$ cat src/hdl/ptw_pkg.sv
// Shared types, codes and helpers for the page table walker.
// Used by every module of the walker and by its port checker; no dependencies.
package ptw_pkg;

  localparam int PHYS_ADDR_BITS_DEF = 56;

  localparam int VaW      = 39;
  localparam int PteW     = 64;
  localparam int PpnW     = 44;
  localparam int PaW      = 56;
  localparam int InDataW  = 112;
  localparam int OutDataW = 184;
  localparam int CfgAddrW = 6;
  localparam int CfgDataW = 64;
  localparam int QDepth   = 4;
  localparam int QPtrW    = $clog2(QDepth);
  localparam int QCntW    = $clog2(QDepth + 1);

  // input command
  localparam logic CMD_START = 1'b0;
  localparam logic CMD_PTE   = 1'b1;

  // result kinds
  localparam logic [1:0] KIND_READ  = 2'd0;
  localparam logic [1:0] KIND_WRITE = 2'd1;
  localparam logic [1:0] KIND_DONE  = 2'd2;
  localparam logic [1:0] KIND_FAULT = 2'd3;

  // fault codes
  localparam logic [2:0] FLT_INVALID    = 3'd0;
  localparam logic [2:0] FLT_MISALIGNED = 3'd1;
  localparam logic [2:0] FLT_PERM       = 3'd2;
  localparam logic [2:0] FLT_BAD_NONLEAF = 3'd3;
  localparam logic [2:0] FLT_NO_LEAF    = 3'd4;

  // access kinds
  localparam logic [1:0] ACC_READ  = 2'd0;
  localparam logic [1:0] ACC_WRITE = 2'd1;
  localparam logic [1:0] ACC_FETCH = 2'd2;

  // register indexes (8-byte stride)
  localparam logic [2:0] REG_TEN  = 3'd0;
  localparam logic [2:0] REG_SV39 = 3'd1;
  localparam logic [2:0] REG_ROOT = 3'd2;
  localparam logic [2:0] REG_SUM  = 3'd3;
  localparam logic [2:0] REG_MXR  = 3'd4;

  typedef struct packed {
    logic            ten;
    logic            sv39;
    logic [PpnW-1:0] root_ppn;
    logic            sum;
    logic            mxr;
  } cfg_t;

  typedef struct packed {
    logic            cmd;
    logic [VaW-1:0]  vaddr;
    logic            priv;
    logic [1:0]      access;
    logic            internal;
    logic [PteW-1:0] pte;
  } item_t;

  typedef struct packed {
    logic [1:0]      kind;
    logic [PaW-1:0]  mem_addr;
    logic [PteW-1:0] write_data;
    logic [PaW-1:0]  phys_addr;
    logic [2:0]      fault_code;
    logic            written;
    logic            last;
  } result_t;

  // Byte offset of the PTE inside its table for the given level.
  function automatic logic [11:0] pte_offset(input logic [VaW-1:0] va,
                                             input logic [1:0] lvl,
                                             input logic sv39);
    logic [9:0] idx;
    idx = '0;
    if (sv39) begin
      case (lvl)
        2'd0:    idx = {1'b0, va[20:12]};
        2'd1:    idx = {1'b0, va[29:21]};
        2'd2:    idx = {1'b0, va[38:30]};
        default: idx = '0;
      endcase
      return {idx[8:0], 3'b000};
    end
    case (lvl)
      2'd0:    idx = va[21:12];
      2'd1:    idx = va[31:22];
      2'd2:    idx = {3'b000, va[38:32]};
      default: idx = '0;
    endcase
    return {idx, 2'b00};
  endfunction

endpackage

$ cat src/hdl/page_table_walk.sv
// Channel  Dir  Handshake              Word
// in_      in   in_tvalid/in_tready    in_tuser cmd, in_tdata start or PTE fields
// out_     out  out_tvalid/out_tready  out_tuser kind, out_tdata result, out_tlast
// cfg_     in   psel/penable/pwrite    64-bit registers at 8-byte stride
//
// One item per cycle sustained while the result queue has room; a result word is
// offered after the input register and the result queue (read straight out).
// A leaf that needs its A/D bits updated yields two words; a run of such leaves
// is paced by the four-entry result queue.
// Stalls on out_ propagate back to in_tready once the queue holds more than two.
// Reset (rst_n low, synchronous) empties the queue and idles the walk.
// Depends on ptw_pkg, ptw_cfg, ptw_core and ptw_outq.
module page_table_walk #(
  parameter int PHYS_ADDR_BITS = ptw_pkg::PHYS_ADDR_BITS_DEF
) (
  input  logic                          clk,
  input  logic                          rst_n,
  input  logic                          in_tvalid,
  output logic                          in_tready,
  // vaddr[38:0], priv_level[39], access_kind[41:40], internal_access[42],
  // pte_data[106:43], zero fill above
  input  logic [ptw_pkg::InDataW-1:0]   in_tdata,
  // cmd
  input  logic                          in_tuser,
  output logic                          out_tvalid,
  input  logic                          out_tready,
  // mem_addr[55:0], write_data[119:56], phys_addr[175:120], fault_code[178:176],
  // pte_updated[179], zero fill above
  output logic [ptw_pkg::OutDataW-1:0]  out_tdata,
  // result_kind
  output logic [1:0]                    out_tuser,
  output logic                          out_tlast,
  input  logic                          cfg_psel,
  input  logic                          cfg_penable,
  input  logic                          cfg_pwrite,
  input  logic [ptw_pkg::CfgAddrW-1:0]  cfg_paddr,
  input  logic [ptw_pkg::CfgDataW-1:0]  cfg_pwdata,
  output logic [ptw_pkg::CfgDataW-1:0]  cfg_prdata,
  output logic                          cfg_pready
);
  import ptw_pkg::*;

  cfg_t       cfg;
  item_t      item;
  result_t    res0, res1, out_res;
  logic [1:0] push_cnt;
  logic       q_room;

  always_comb begin
    item.cmd      = in_tuser;
    item.vaddr    = in_tdata[38:0];
    item.priv     = in_tdata[39];
    item.access   = in_tdata[41:40];
    item.internal = in_tdata[42];
    item.pte      = in_tdata[106:43];
  end

  ptw_cfg u_cfg (
    .clk     (clk),
    .rst_n   (rst_n),
    .psel    (cfg_psel),
    .penable (cfg_penable),
    .pwrite  (cfg_pwrite),
    .paddr   (cfg_paddr),
    .pwdata  (cfg_pwdata),
    .prdata  (cfg_prdata),
    .pready  (cfg_pready),
    .cfg     (cfg)
  );

  ptw_core #(
    .PHYS_ADDR_BITS (PHYS_ADDR_BITS)
  ) u_core (
    .clk      (clk),
    .rst_n    (rst_n),
    .cfg      (cfg),
    .in_valid (in_tvalid),
    .in_ready (in_tready),
    .in_item  (item),
    .q_room   (q_room),
    .push_cnt (push_cnt),
    .res0     (res0),
    .res1     (res1)
  );

  ptw_outq u_outq (
    .clk       (clk),
    .rst_n     (rst_n),
    .push_cnt  (push_cnt),
    .push0     (res0),
    .push1     (res1),
    .room      (q_room),
    .out_valid (out_tvalid),
    .out_ready (out_tready),
    .out_res   (out_res)
  );

  assign out_tdata = {4'd0, out_res.written, out_res.fault_code, out_res.phys_addr,
                      out_res.write_data, out_res.mem_addr};
  assign out_tuser = out_res.kind;
  assign out_tlast = out_res.last;

endmodule

$ cat src/hdl/ptw_cfg.sv
// Configuration registers of the walker behind an APB-style port.
// Depends on ptw_pkg.
module ptw_cfg (
  input  logic                          clk,
  input  logic                          rst_n,
  input  logic                          psel,
  input  logic                          penable,
  input  logic                          pwrite,
  input  logic [ptw_pkg::CfgAddrW-1:0]  paddr,
  input  logic [ptw_pkg::CfgDataW-1:0]  pwdata,
  output logic [ptw_pkg::CfgDataW-1:0]  prdata,
  output logic                          pready,
  output ptw_pkg::cfg_t                 cfg
);
  import ptw_pkg::*;

  cfg_t       cfg_r;
  logic       wr_en;
  logic [2:0] reg_idx;

  assign pready  = 1'b1;
  assign wr_en   = psel && penable && pwrite && pready;
  assign reg_idx = paddr[CfgAddrW-1:3];
  assign cfg     = cfg_r;

  always_ff @(posedge clk) begin
    if (!rst_n) begin
      cfg_r <= '0;
    end else if (wr_en) begin
      unique case (reg_idx)
        REG_TEN:  cfg_r.ten      <= pwdata[0];
        REG_SV39: cfg_r.sv39     <= pwdata[0];
        REG_ROOT: cfg_r.root_ppn <= pwdata[PpnW-1:0];
        REG_SUM:  cfg_r.sum      <= pwdata[0];
        REG_MXR:  cfg_r.mxr      <= pwdata[0];
        default:  ;
      endcase
    end
  end

  always_comb begin
    prdata = '0;
    unique case (reg_idx)
      REG_TEN:  prdata[0]        = cfg_r.ten;
      REG_SV39: prdata[0]        = cfg_r.sv39;
      REG_ROOT: prdata[PpnW-1:0] = cfg_r.root_ppn;
      REG_SUM:  prdata[0]        = cfg_r.sum;
      REG_MXR:  prdata[0]        = cfg_r.mxr;
      default:  prdata           = '0;
    endcase
  end

endmodule

$ cat src/hdl/ptw_core.sv
// Walker datapath: input register, one-pass PTE check and walk state.
// Depends on ptw_pkg; pushes up to two result words per item into ptw_outq.
module ptw_core #(
  parameter int PHYS_ADDR_BITS = ptw_pkg::PHYS_ADDR_BITS_DEF
) (
  input  logic              clk,
  input  logic              rst_n,
  input  ptw_pkg::cfg_t     cfg,
  input  logic              in_valid,
  output logic              in_ready,
  input  ptw_pkg::item_t    in_item,
  input  logic              q_room,
  output logic [1:0]        push_cnt,
  output ptw_pkg::result_t  res0,
  output ptw_pkg::result_t  res1
);
  import ptw_pkg::*;

  localparam logic [PaW-1:0] PaMask = PaW'((64'd1 << PHYS_ADDR_BITS) - 64'd1);

  logic           s1_valid_r, s1_valid_nxt;
  item_t          s1_item_r;
  logic           fire;

  logic           busy_r, busy_nxt;
  logic [1:0]     level_r, level_nxt;
  logic [VaW-1:0] va_r, va_nxt;
  logic [1:0]     acc_r, acc_nxt;
  logic           priv_r, priv_nxt;
  logic           int_r, int_nxt;
  logic [PaW-1:0] walk_addr_r, walk_addr_nxt;

  logic [VaW-1:0]  start_va;
  logic [1:0]      start_lvl;
  logic [PpnW-1:0] start_ppn;
  logic [PteW-1:0] pte;
  logic [PpnW-1:0] ppn;
  logic            pte_v, pte_r, pte_w, pte_x, pte_u;
  logic            misaligned;
  logic            perm_ok;
  logic [5:0]      off_bits;
  logic [PaW-1:0]  off_mask;
  logic [PaW-1:0]  leaf_pa;
  logic            set_d, set_a;
  logic [PteW-1:0] new_pte;
  logic [1:0]      down_lvl;

  assign fire     = s1_valid_r && q_room;
  assign in_ready = !s1_valid_r || fire;

  always_comb begin
    s1_valid_nxt = s1_valid_r;
    if (fire) s1_valid_nxt = 1'b0;
    if (in_valid && in_ready) s1_valid_nxt = 1'b1;
  end

  always_ff @(posedge clk) begin
    if (!rst_n) begin
      s1_valid_r <= 1'b0;
    end else begin
      s1_valid_r <= s1_valid_nxt;
    end
  end

  always_ff @(posedge clk) begin
    if (in_valid && in_ready) s1_item_r <= in_item;
  end

  // PTE decode
  always_comb begin
    pte   = cfg.sv39 ? s1_item_r.pte : {32'd0, s1_item_r.pte[31:0]};
    ppn   = cfg.sv39 ? pte[53:10] : {22'd0, pte[31:10]};
    pte_v = pte[0];
    pte_r = pte[1];
    pte_w = pte[2];
    pte_x = pte[3];
    pte_u = pte[4];

    case (level_r)
      2'd0:    misaligned = 1'b0;
      2'd1:    misaligned = cfg.sv39 ? |ppn[8:0]  : |ppn[9:0];
      2'd2:    misaligned = cfg.sv39 ? |ppn[17:0] : |ppn[19:0];
      default: misaligned = cfg.sv39 ? |ppn[26:0] : |ppn[29:0];
    endcase

    case (level_r)
      2'd0:    off_bits = 6'd12;
      2'd1:    off_bits = cfg.sv39 ? 6'd21 : 6'd22;
      2'd2:    off_bits = cfg.sv39 ? 6'd30 : 6'd32;
      default: off_bits = cfg.sv39 ? 6'd39 : 6'd42;
    endcase
    off_mask = PaW'((64'd1 << off_bits) - 64'd1);
    leaf_pa  = (({ppn, 12'd0} & ~off_mask) | ({{(PaW-VaW){1'b0}}, va_r} & off_mask))
               & PaMask;

    // user pages need U; supervisor on U pages needs SUM and no fetch
    perm_ok = 1'b1;
    if (!priv_r) begin
      if (!pte_u) perm_ok = 1'b0;
    end else if (pte_u) begin
      if (!cfg.sum || acc_r == ACC_FETCH) perm_ok = 1'b0;
    end
    case (acc_r)
      ACC_READ:  perm_ok = perm_ok && (pte_r || (cfg.mxr && pte_x));
      ACC_WRITE: perm_ok = perm_ok && pte_w;
      ACC_FETCH: perm_ok = perm_ok && pte_x;
      default:   perm_ok = 1'b0;
    endcase

    set_d   = (acc_r == ACC_WRITE) && !pte[7];
    set_a   = !int_r && !pte[6];
    new_pte = pte | {56'd0, set_d, set_a, 6'd0};
    down_lvl = level_r - 2'd1;
  end

  // start decode
  always_comb begin
    start_va  = cfg.sv39 ? s1_item_r.vaddr : {7'd0, s1_item_r.vaddr[31:0]};
    start_lvl = cfg.sv39 ? 2'd2 : 2'd1;
    start_ppn = cfg.sv39 ? cfg.root_ppn : {22'd0, cfg.root_ppn[21:0]};
  end

  always_comb begin
    busy_nxt      = busy_r;
    level_nxt     = level_r;
    va_nxt        = va_r;
    acc_nxt       = acc_r;
    priv_nxt      = priv_r;
    int_nxt       = int_r;
    walk_addr_nxt = walk_addr_r;
    push_cnt      = 2'd0;
    res0          = '0;
    res1          = '0;
    res0.last     = 1'b1;

    if (fire) begin
      if (s1_item_r.cmd == CMD_START) begin
        acc_nxt  = s1_item_r.access;
        priv_nxt = s1_item_r.priv;
        int_nxt  = s1_item_r.internal;
        push_cnt = 2'd1;
        if (!cfg.ten) begin
          va_nxt         = s1_item_r.vaddr;
          busy_nxt       = 1'b0;
          res0.kind      = KIND_DONE;
          res0.phys_addr = {{(PaW-VaW){1'b0}}, s1_item_r.vaddr} & PaMask;
        end else begin
          va_nxt        = start_va;
          level_nxt     = start_lvl;
          busy_nxt      = 1'b1;
          walk_addr_nxt = {start_ppn, pte_offset(start_va, start_lvl, cfg.sv39)} & PaMask;
          res0.kind     = KIND_READ;
          res0.mem_addr = walk_addr_nxt;
        end
      end else if (busy_r) begin
        push_cnt = 2'd1;
        if (!pte_v) begin
          busy_nxt        = 1'b0;
          res0.kind       = KIND_FAULT;
          res0.fault_code = FLT_INVALID;
        end else if (pte_r || pte_x) begin
          busy_nxt = 1'b0;
          if (misaligned) begin
            res0.kind       = KIND_FAULT;
            res0.fault_code = FLT_MISALIGNED;
          end else if (!perm_ok) begin
            res0.kind       = KIND_FAULT;
            res0.fault_code = FLT_PERM;
          end else if (set_d || set_a) begin
            // write back the updated PTE first, then report the address
            push_cnt        = 2'd2;
            res0.kind       = KIND_WRITE;
            res0.mem_addr   = walk_addr_r;
            res0.write_data = new_pte;
            res0.written    = 1'b1;
            res0.last       = 1'b0;
            res1.kind       = KIND_DONE;
            res1.phys_addr  = leaf_pa;
            res1.written    = 1'b1;
            res1.last       = 1'b1;
          end else begin
            res0.kind      = KIND_DONE;
            res0.phys_addr = leaf_pa;
          end
        end else if (pte_w) begin
          busy_nxt        = 1'b0;
          res0.kind       = KIND_FAULT;
          res0.fault_code = FLT_BAD_NONLEAF;
        end else if (level_r == 2'd0) begin
          busy_nxt        = 1'b0;
          res0.kind       = KIND_FAULT;
          res0.fault_code = FLT_NO_LEAF;
        end else begin
          level_nxt     = down_lvl;
          walk_addr_nxt = {ppn, pte_offset(va_r, down_lvl, cfg.sv39)} & PaMask;
          res0.kind     = KIND_READ;
          res0.mem_addr = walk_addr_nxt;
        end
      end
    end
  end

  always_ff @(posedge clk) begin
    if (!rst_n) begin
      busy_r  <= 1'b0;
      level_r <= '0;
    end else begin
      busy_r  <= busy_nxt;
      level_r <= level_nxt;
    end
  end

  always_ff @(posedge clk) begin
    va_r        <= va_nxt;
    acc_r       <= acc_nxt;
    priv_r      <= priv_nxt;
    int_r       <= int_nxt;
    walk_addr_r <= walk_addr_nxt;
  end

endmodule

$ cat src/hdl/ptw_outq.sv
// Result queue of the walker: takes one or two words a cycle, hands out one.
// Depends on ptw_pkg.
module ptw_outq (
  input  logic              clk,
  input  logic              rst_n,
  input  logic [1:0]        push_cnt,
  input  ptw_pkg::result_t  push0,
  input  ptw_pkg::result_t  push1,
  output logic              room,
  output logic              out_valid,
  input  logic              out_ready,
  output ptw_pkg::result_t  out_res
);
  import ptw_pkg::*;

  result_t          q_r [QDepth];
  logic [QPtrW-1:0] wr_ptr_r, wr_ptr_nxt;
  logic [QPtrW-1:0] rd_ptr_r, rd_ptr_nxt;
  logic [QCntW-1:0] cnt_r, cnt_nxt;
  logic             pop;

  assign out_valid = (cnt_r != '0);
  assign out_res   = q_r[rd_ptr_r];
  assign pop       = out_valid && out_ready;
  // keep space for the two words one item may bring
  assign room      = (cnt_r <= QCntW'(QDepth - 2));

  always_comb begin
    wr_ptr_nxt = wr_ptr_r + QPtrW'(push_cnt);
    rd_ptr_nxt = rd_ptr_r + QPtrW'(pop);
    cnt_nxt    = cnt_r + QCntW'(push_cnt) - QCntW'(pop);
  end

  always_ff @(posedge clk) begin
    if (!rst_n) begin
      wr_ptr_r <= '0;
      rd_ptr_r <= '0;
      cnt_r    <= '0;
    end else begin
      wr_ptr_r <= wr_ptr_nxt;
      rd_ptr_r <= rd_ptr_nxt;
      cnt_r    <= cnt_nxt;
    end
  end

  always_ff @(posedge clk) begin
    if (push_cnt != 2'd0) q_r[wr_ptr_r] <= push0;
    if (push_cnt == 2'd2) q_r[QPtrW'(wr_ptr_r + QPtrW'(1))] <= push1;
  end

endmodule

$ cat config.mk
export PLATFORM = sky130hd
export DESIGN_NAME = page_table_walk
export DESIGN_NICKNAME = d
export VERILOG_FILES = /design/src/hdl/ptw_pkg.sv /design/src/hdl/page_table_walk.sv /design/src/hdl/ptw_cfg.sv /design/src/hdl/ptw_core.sv /design/src/hdl/ptw_outq.sv
export SDC_FILE = /design/constraint.sdc
export NUM_CORES = 2
export LEC_CHECK = 0
export ABC_CLOCK_PERIOD_IN_PS = 10800
export BUFFER_PORTS_ARGS = -buffer_cell sky130_fd_sc_hd__buf_2
export CAP_MARGIN = 10
export CORE_ASPECT_RATIO = 1.5
export CORE_MARGIN = 1
export CORE_UTILIZATION = 60
export DETAILED_ROUTE_END_ITERATION = 16
export PLACE_DENSITY = 0.81
export SKIP_CTS_REPAIR_TIMING = 1
export SYNTH_ARGS = -nofsm -noshare
export SYNTH_HDL_FRONTEND = slang
export SYNTH_SLANG_ARGS = --single-unit
$ cat constraint.sdc
create_clock -name clk -period 10.8 [get_ports clk]
set_clock_uncertainty 0.05 [all_clocks]
set_input_delay 0.54 -clock clk [delete_from_list [all_inputs] [get_ports clk]]
set_output_delay 0.54 -clock clk [all_outputs]
set_load 0.02 [all_outputs]
# == Word level (Yosys, flattened, before mapping) ==
# Memories as Yosys holds them, arrays and structs flattened. A register that Yosys moved wholly into a read port is not among the register bits.
# Index checks and enable logic that the tools add are counted.
# classes
add_sub_neg,7
order_cmp,1
eq_ne,18
shift,1
mux,130
bitwise_logic,6
reduce_logical,43
# ops
cell,n
56-bit 2-to-1 mux,20
176-bit 2-to-1 mux,3
183-bit 2-to-1 mux,2
120-bit 2-to-1 mux,2
64-bit 2-to-1 mux,2
39-bit 2-to-1 mux,3
58-bit 2-to-1 mux,2
44-bit 2-to-1 mux,2
2-bit 2-to-1 mux,42
64-bit by 8-bit bitwise OR with 64-bit output,1
10-bit case mux with 3 select lines,2
39-bit by 56-bit bitwise AND with 56-bit output,1
56-bit bitwise AND,1
56-bit NOT,1
56-bit bitwise OR,1
1-bit by 6-bit << shifter with 56-bit output (first input constant),1
56-bit by 1-bit subtractor with 56-bit output (second input constant),1
9-bit case mux with 3 select lines,2
12-bit 2-to-1 mux,4
43-bit 2-to-1 mux,1
1-bit 2-to-1 mux,31
30-bit OR reduction,1
27-bit OR reduction,1
20-bit OR reduction,1
other kinds (33),78
# totals
ff_bits,266
ramBits,732
word_cells,229
memories,1
# memory_table
name,words,width,read_ports,rd_ports_with_merged_regs,wr,line,source
u_outq.q_r,4,183,1,1,2,ptw_outq.sv:16,result_t q_r [QDepth];

# == Longest topological paths before layout ==
# logic_depth
depth_word,17
depth_mapped,14
depth_no_buf,14

# == Hierarchy ==
# A second synthesis with hierarchy kept.
# unflattened
hier_cells,3277
area_unflattened_um2,50533.5
# by_module_without_submodules
module,n_inst,cells_per_inst,area_per_inst_um2
ptw_outq,1,1815,35602.9
ptw_core,1,1169,12378.1
ptw_cfg,1,288,2518.7
page_table_walk,1,5,33.8

# == Worst setup path before layout ==
# Ideal clock, no wire load.
# synth_timing
path_kind,register -> register
startpoint,reg u_core.s1_item_r[14] (netlist name)
endpoint,"mem u_outq.q_r[3][0] (netlist name), enable pin"
arrival_time_ns,3.986
t_required_ns,10.337
path_slack_ns,6.351
path_stages_with_launch,10
path_cell_list,edfxtp_1 > or4_1 > or3_4 > a2111oi_4 > a21oi_2 > nor4_2 > nor2_1 > buf_2 > buf_1 > inv_1
# synth_lines
element,line,source
from (decl),ptw_core.sv:22,item_t s1_item_r;
from (signal assigned),ptw_core.sv:66,if (in_valid && in_ready) s1_item_r <= in_item;
to (decl),ptw_outq.sv:16,

==> impl_metrics.yaml <==
outcome:
  status: "finished clean"
die:
  ios: 444
  placementRows: 117
  die-width_microns: 216
  dieArea_sq_um: 70100
  die_y_microns: 324
  core_sq_um: 68100
  start_util_pct: 60.8
yosys:
  syn_area_per_cell_sq_um: 11.8
  synthCells: 3503
  synth-edff-count: 441
  ys.flop_type: "dfxtp_1"
  syn_area_sq_um: 41400
  ys_seq_elements: 988
  seq_area_frac_synth_pct: 58.5
  synth_cell_types: 71
  yosys_warnings: 0
  synthArstFlopShare_pct: 0
timing:
  grt_setup_unrepaired: "false"
  fin_crit_ns: 5.52
  worst_pin_slew_ns: 1.15
  setup-tns-final_ns: 0
  setup_viol: 0
  fin_crit_sh_pct: 51.1
  finalMaxSlewViolations: 0
  finalHoldViolations: 0
  hold_slack_ns: 0.00298
  max_freq_ghz: 0.181
  slew_headroom_pct: 22.9
place:
  hpwl_mm: 77.0
  io_buffers: 388
  dpl.cell_count: 4540
  gp_congestion: 0.945
critical_path:
  worstReg2RegStart: "u_core.level_r[0]$_SDFFE_PN0P_"
  worstPathMaxFanout: 44
  reg2reg_depth: 9
  critical_path_class: "flip-flop to flip-flop"
  cp-end-kind: "flip-flop"
  required_ns: 11.04
  r2r_slack_ns: 5.28
  timing.rr.end: "u_outq.q_r[1][22]$_DFFE_PP_"
  critPathArrivalTime_ns: 5.75
  startpoint_type: "flip-flop"
cts:
  cts.sinks: 988
  cts_tree: "done"
  htree_levels: 3
  root_buffer: "clkbuf_16"
  cts_max_path_buffers: 3
  path_clk_slew_ns: 0.07
  clock_latency_ns: 0.67
  cts_buffers: 89
detailed_routing:
  finalWirelength_mm: 126
  vias: 31661
  drt_drc_violations_left: 0
  avgViaCountPerCell: 6.65
  drtIter0Drc: 3985
  drt_pass1_iterations: 8
  antenna_left: 0
  wl_per_cell_microns: 26.5
worst_hold_path:
  holdPathStages: 1
  hp-start: "in_tdata[88]"
  worstHoldEndpoint: "u_core.s1_item_r[45]$_DFFE_PP_"
  hold_path.class: "input pin to flip-flop"
grt:
  track_usage_pct: 35.4
  grt_max_degree: 113
  grt_first_pass_wirelength_mm: 185
  grt_pass1_vias: 30159
  antenna_found_initial: 6
  grt-ovfl-total: 0
power:
  p_leak_uw: 0.0167
  power_per_cell_area_nw_per_um2: 209
  ir_drop_uv: 170
finish:
  stdcell_count: 4758
  area_growth_syn_to_layout_pct: 14.5
  finalNetCount: 3998
  layout-drive-gt1-share_pct: 22.0
run:
  max-cap-violations: 0
-- cell type report --
type | count | area (sq um)
antenna | 1 | 2.50
multi-input combinational | 2156 | 15900
inverter | 57 | 216
clock buffer | 117 | 2550
timing repair buffer | 499 | 2920
fill | 4814 | 20700
clock inverter | 48 | 487
sequential | 988 | 24200
tap | 892 | 1120
-- through the flow --
step / utilization [%] / total power, uW / instance area (sq um) / worst slack (ns)
after floorplan: - / 5950 / 41500 / 6.35
after global placement: 64.4 / 6620 / 43800 / 5.55
after detailed placement: 64.4 / 6670 / 43800 / 5.42
after CTS: 68.8 / 9890 / 46900 / 5.41
after global routing: 69.6 / 10200 / 47400 / 5.10
final: 69.6 / 9890 / 47400 / 5.28
-- cells in the final DEF (no fill, tap or decap), types with 63 or more instances in the layout --
master / instances
a211oi_1: 112
mux2i_1: 63
nand3_1: 112
mux4_2: 181
nand2_1: 350
buf_2: 388
nor2_1: 232
and2_1: 65
dfxtp_1: 544
o21ai_0: 275
edfxtp_1: 441
a22o_1: 137
a21oi_1: 118
clkbuf_16: 96
-- report_power, final --
part | leakage, uW | switching (uW) | total (uW) | internal [uW]
Clock | 0.00150 | 1430 | 3280 | 1850
Sequential | 0.00843 | 274 | 4540 | 4260
Combinational | 0.00682 | 1180 | 2070 | 893
Total | 0.0167 | 2880 | 9890 | 7000
-- how the worst max path moves through the flow --
| stage | to | from | cells past startpoint | slack [ns] |
|---|---|---|---|---|
| floorplan | u_outq.q_r[3][0]$_DFFE_PP_ | u_core.s1_item_r[14]$_DFFE_PP_ | 9 | 6.35 |
| global placement | u_outq.q_r[1][24]$_DFFE_PP_ | u_core.s1_item_r[15]$_DFFE_PP_ | 9 | 5.55 |
| detailed placement | u_outq.q_r[1][24]$_DFFE_PP_ | u_core.level_r[0]$_SDFFE_PN0P_ | 9 | 5.42 |
| CTS | u_outq.q_r[1][25]$_DFFE_PP_ | u_core.level_r[0]$_SDFFE_PN0P_ | 9 | 5.41 |
| global route | u_outq.q_r[1][26]$_DFFE_PP_ | u_core.level_r[0]$_SDFFE_PN0P_ | 9 | 5.10 |
| finish | u_outq.q_r[1][22]$_DFFE_PP_ | u_core.level_r[0]$_SDFFE_PN0P_ | 9 | 5.28 |
-- critical path: stages (launching register included) --
cell and delay [ns]:
dfxtp_1 0.66, ha_1 0.71, nand3_1 0.25, a2111oi_4 0.62, a21o_1 0.36, and4_4 0.58, nor2_4 0.06, buf_4 0.34
inv_2 0.67, buf_4 0.71
-- state kept, by name, indices dropped and copies added (netlist names) --
signal / cells
u_core.busy_r: 1
u_outq.rd_ptr_r: 2
u_outq.cnt_r: 3
u_core.s1_valid_r: 1
u_core.va_r: 39
u_core.int_r: 1
u_outq.q_r: 724
u_core.s1_item_r: 108
u_core.walk_addr_r: 54
u_core.priv_r: 1
u_cfg.cfg: 48
u_core.acc_r: 2
u_outq.wr_ptr_r: 2
u_core.level_r: 2
-- synthesized netlist by cell type, types with 8 or more instances --
cell       count  area (sq um)
buf_4         27           203
mux4_2       181          4080
nand3_1      112           561
and2_1        66           413
a211oi_1     112           841
edfxtp_1     441         13200
nand2_1      352          1320
o2bb2ai_1     50           438
inv_1         53           199
nand2b_1       9          56.3
ha_1          16           200
nand4_1       10          62.6
a22oi_1       19           143
nor2_1       243           912
o22ai_1       48           300
mux2_2        25           282
o21ai_1       39           195
nor4_1         9          56.3
clkbuf_1     225           845
nor2b_1       35           219
buf_1         53           199
a22o_1       137          1200
a32o_1        19           190
a222oi_1      26           260
a21boi_0      48           360
a21oi_1      122           611
a21o_1         8          60.1
nor3_1        15          75.1
dfxtp_1      547         11000
buf_2         22           110
o21ai_0      275          1380
mux2i_1       63           631
-- cells by family (layout without fill, tap and decap cells) --
group	count (synthesis)	after routing	synth area share, %
flops	988	988	58.5
compound gates	947	947	15.4
simple gates	885	885	9.52
buf+inv	384	721	3.79
mux	269	269	12.1
fa+ha+maj	17	17	0.532
xor+xnor	11	11	0.233
other cells	2	28	0.0181
-- metal layers --
metal	global-route usage (%)	share of wire (%)	vias up
li1	-	-	13639
met1	45.1	36	15425
met2	55.8	47	2173
met3	6.57	10	416
met4	23.0	7.0	8
met5	0	0.036	-
No activity file was read; power rests on OpenSTA's default activity.
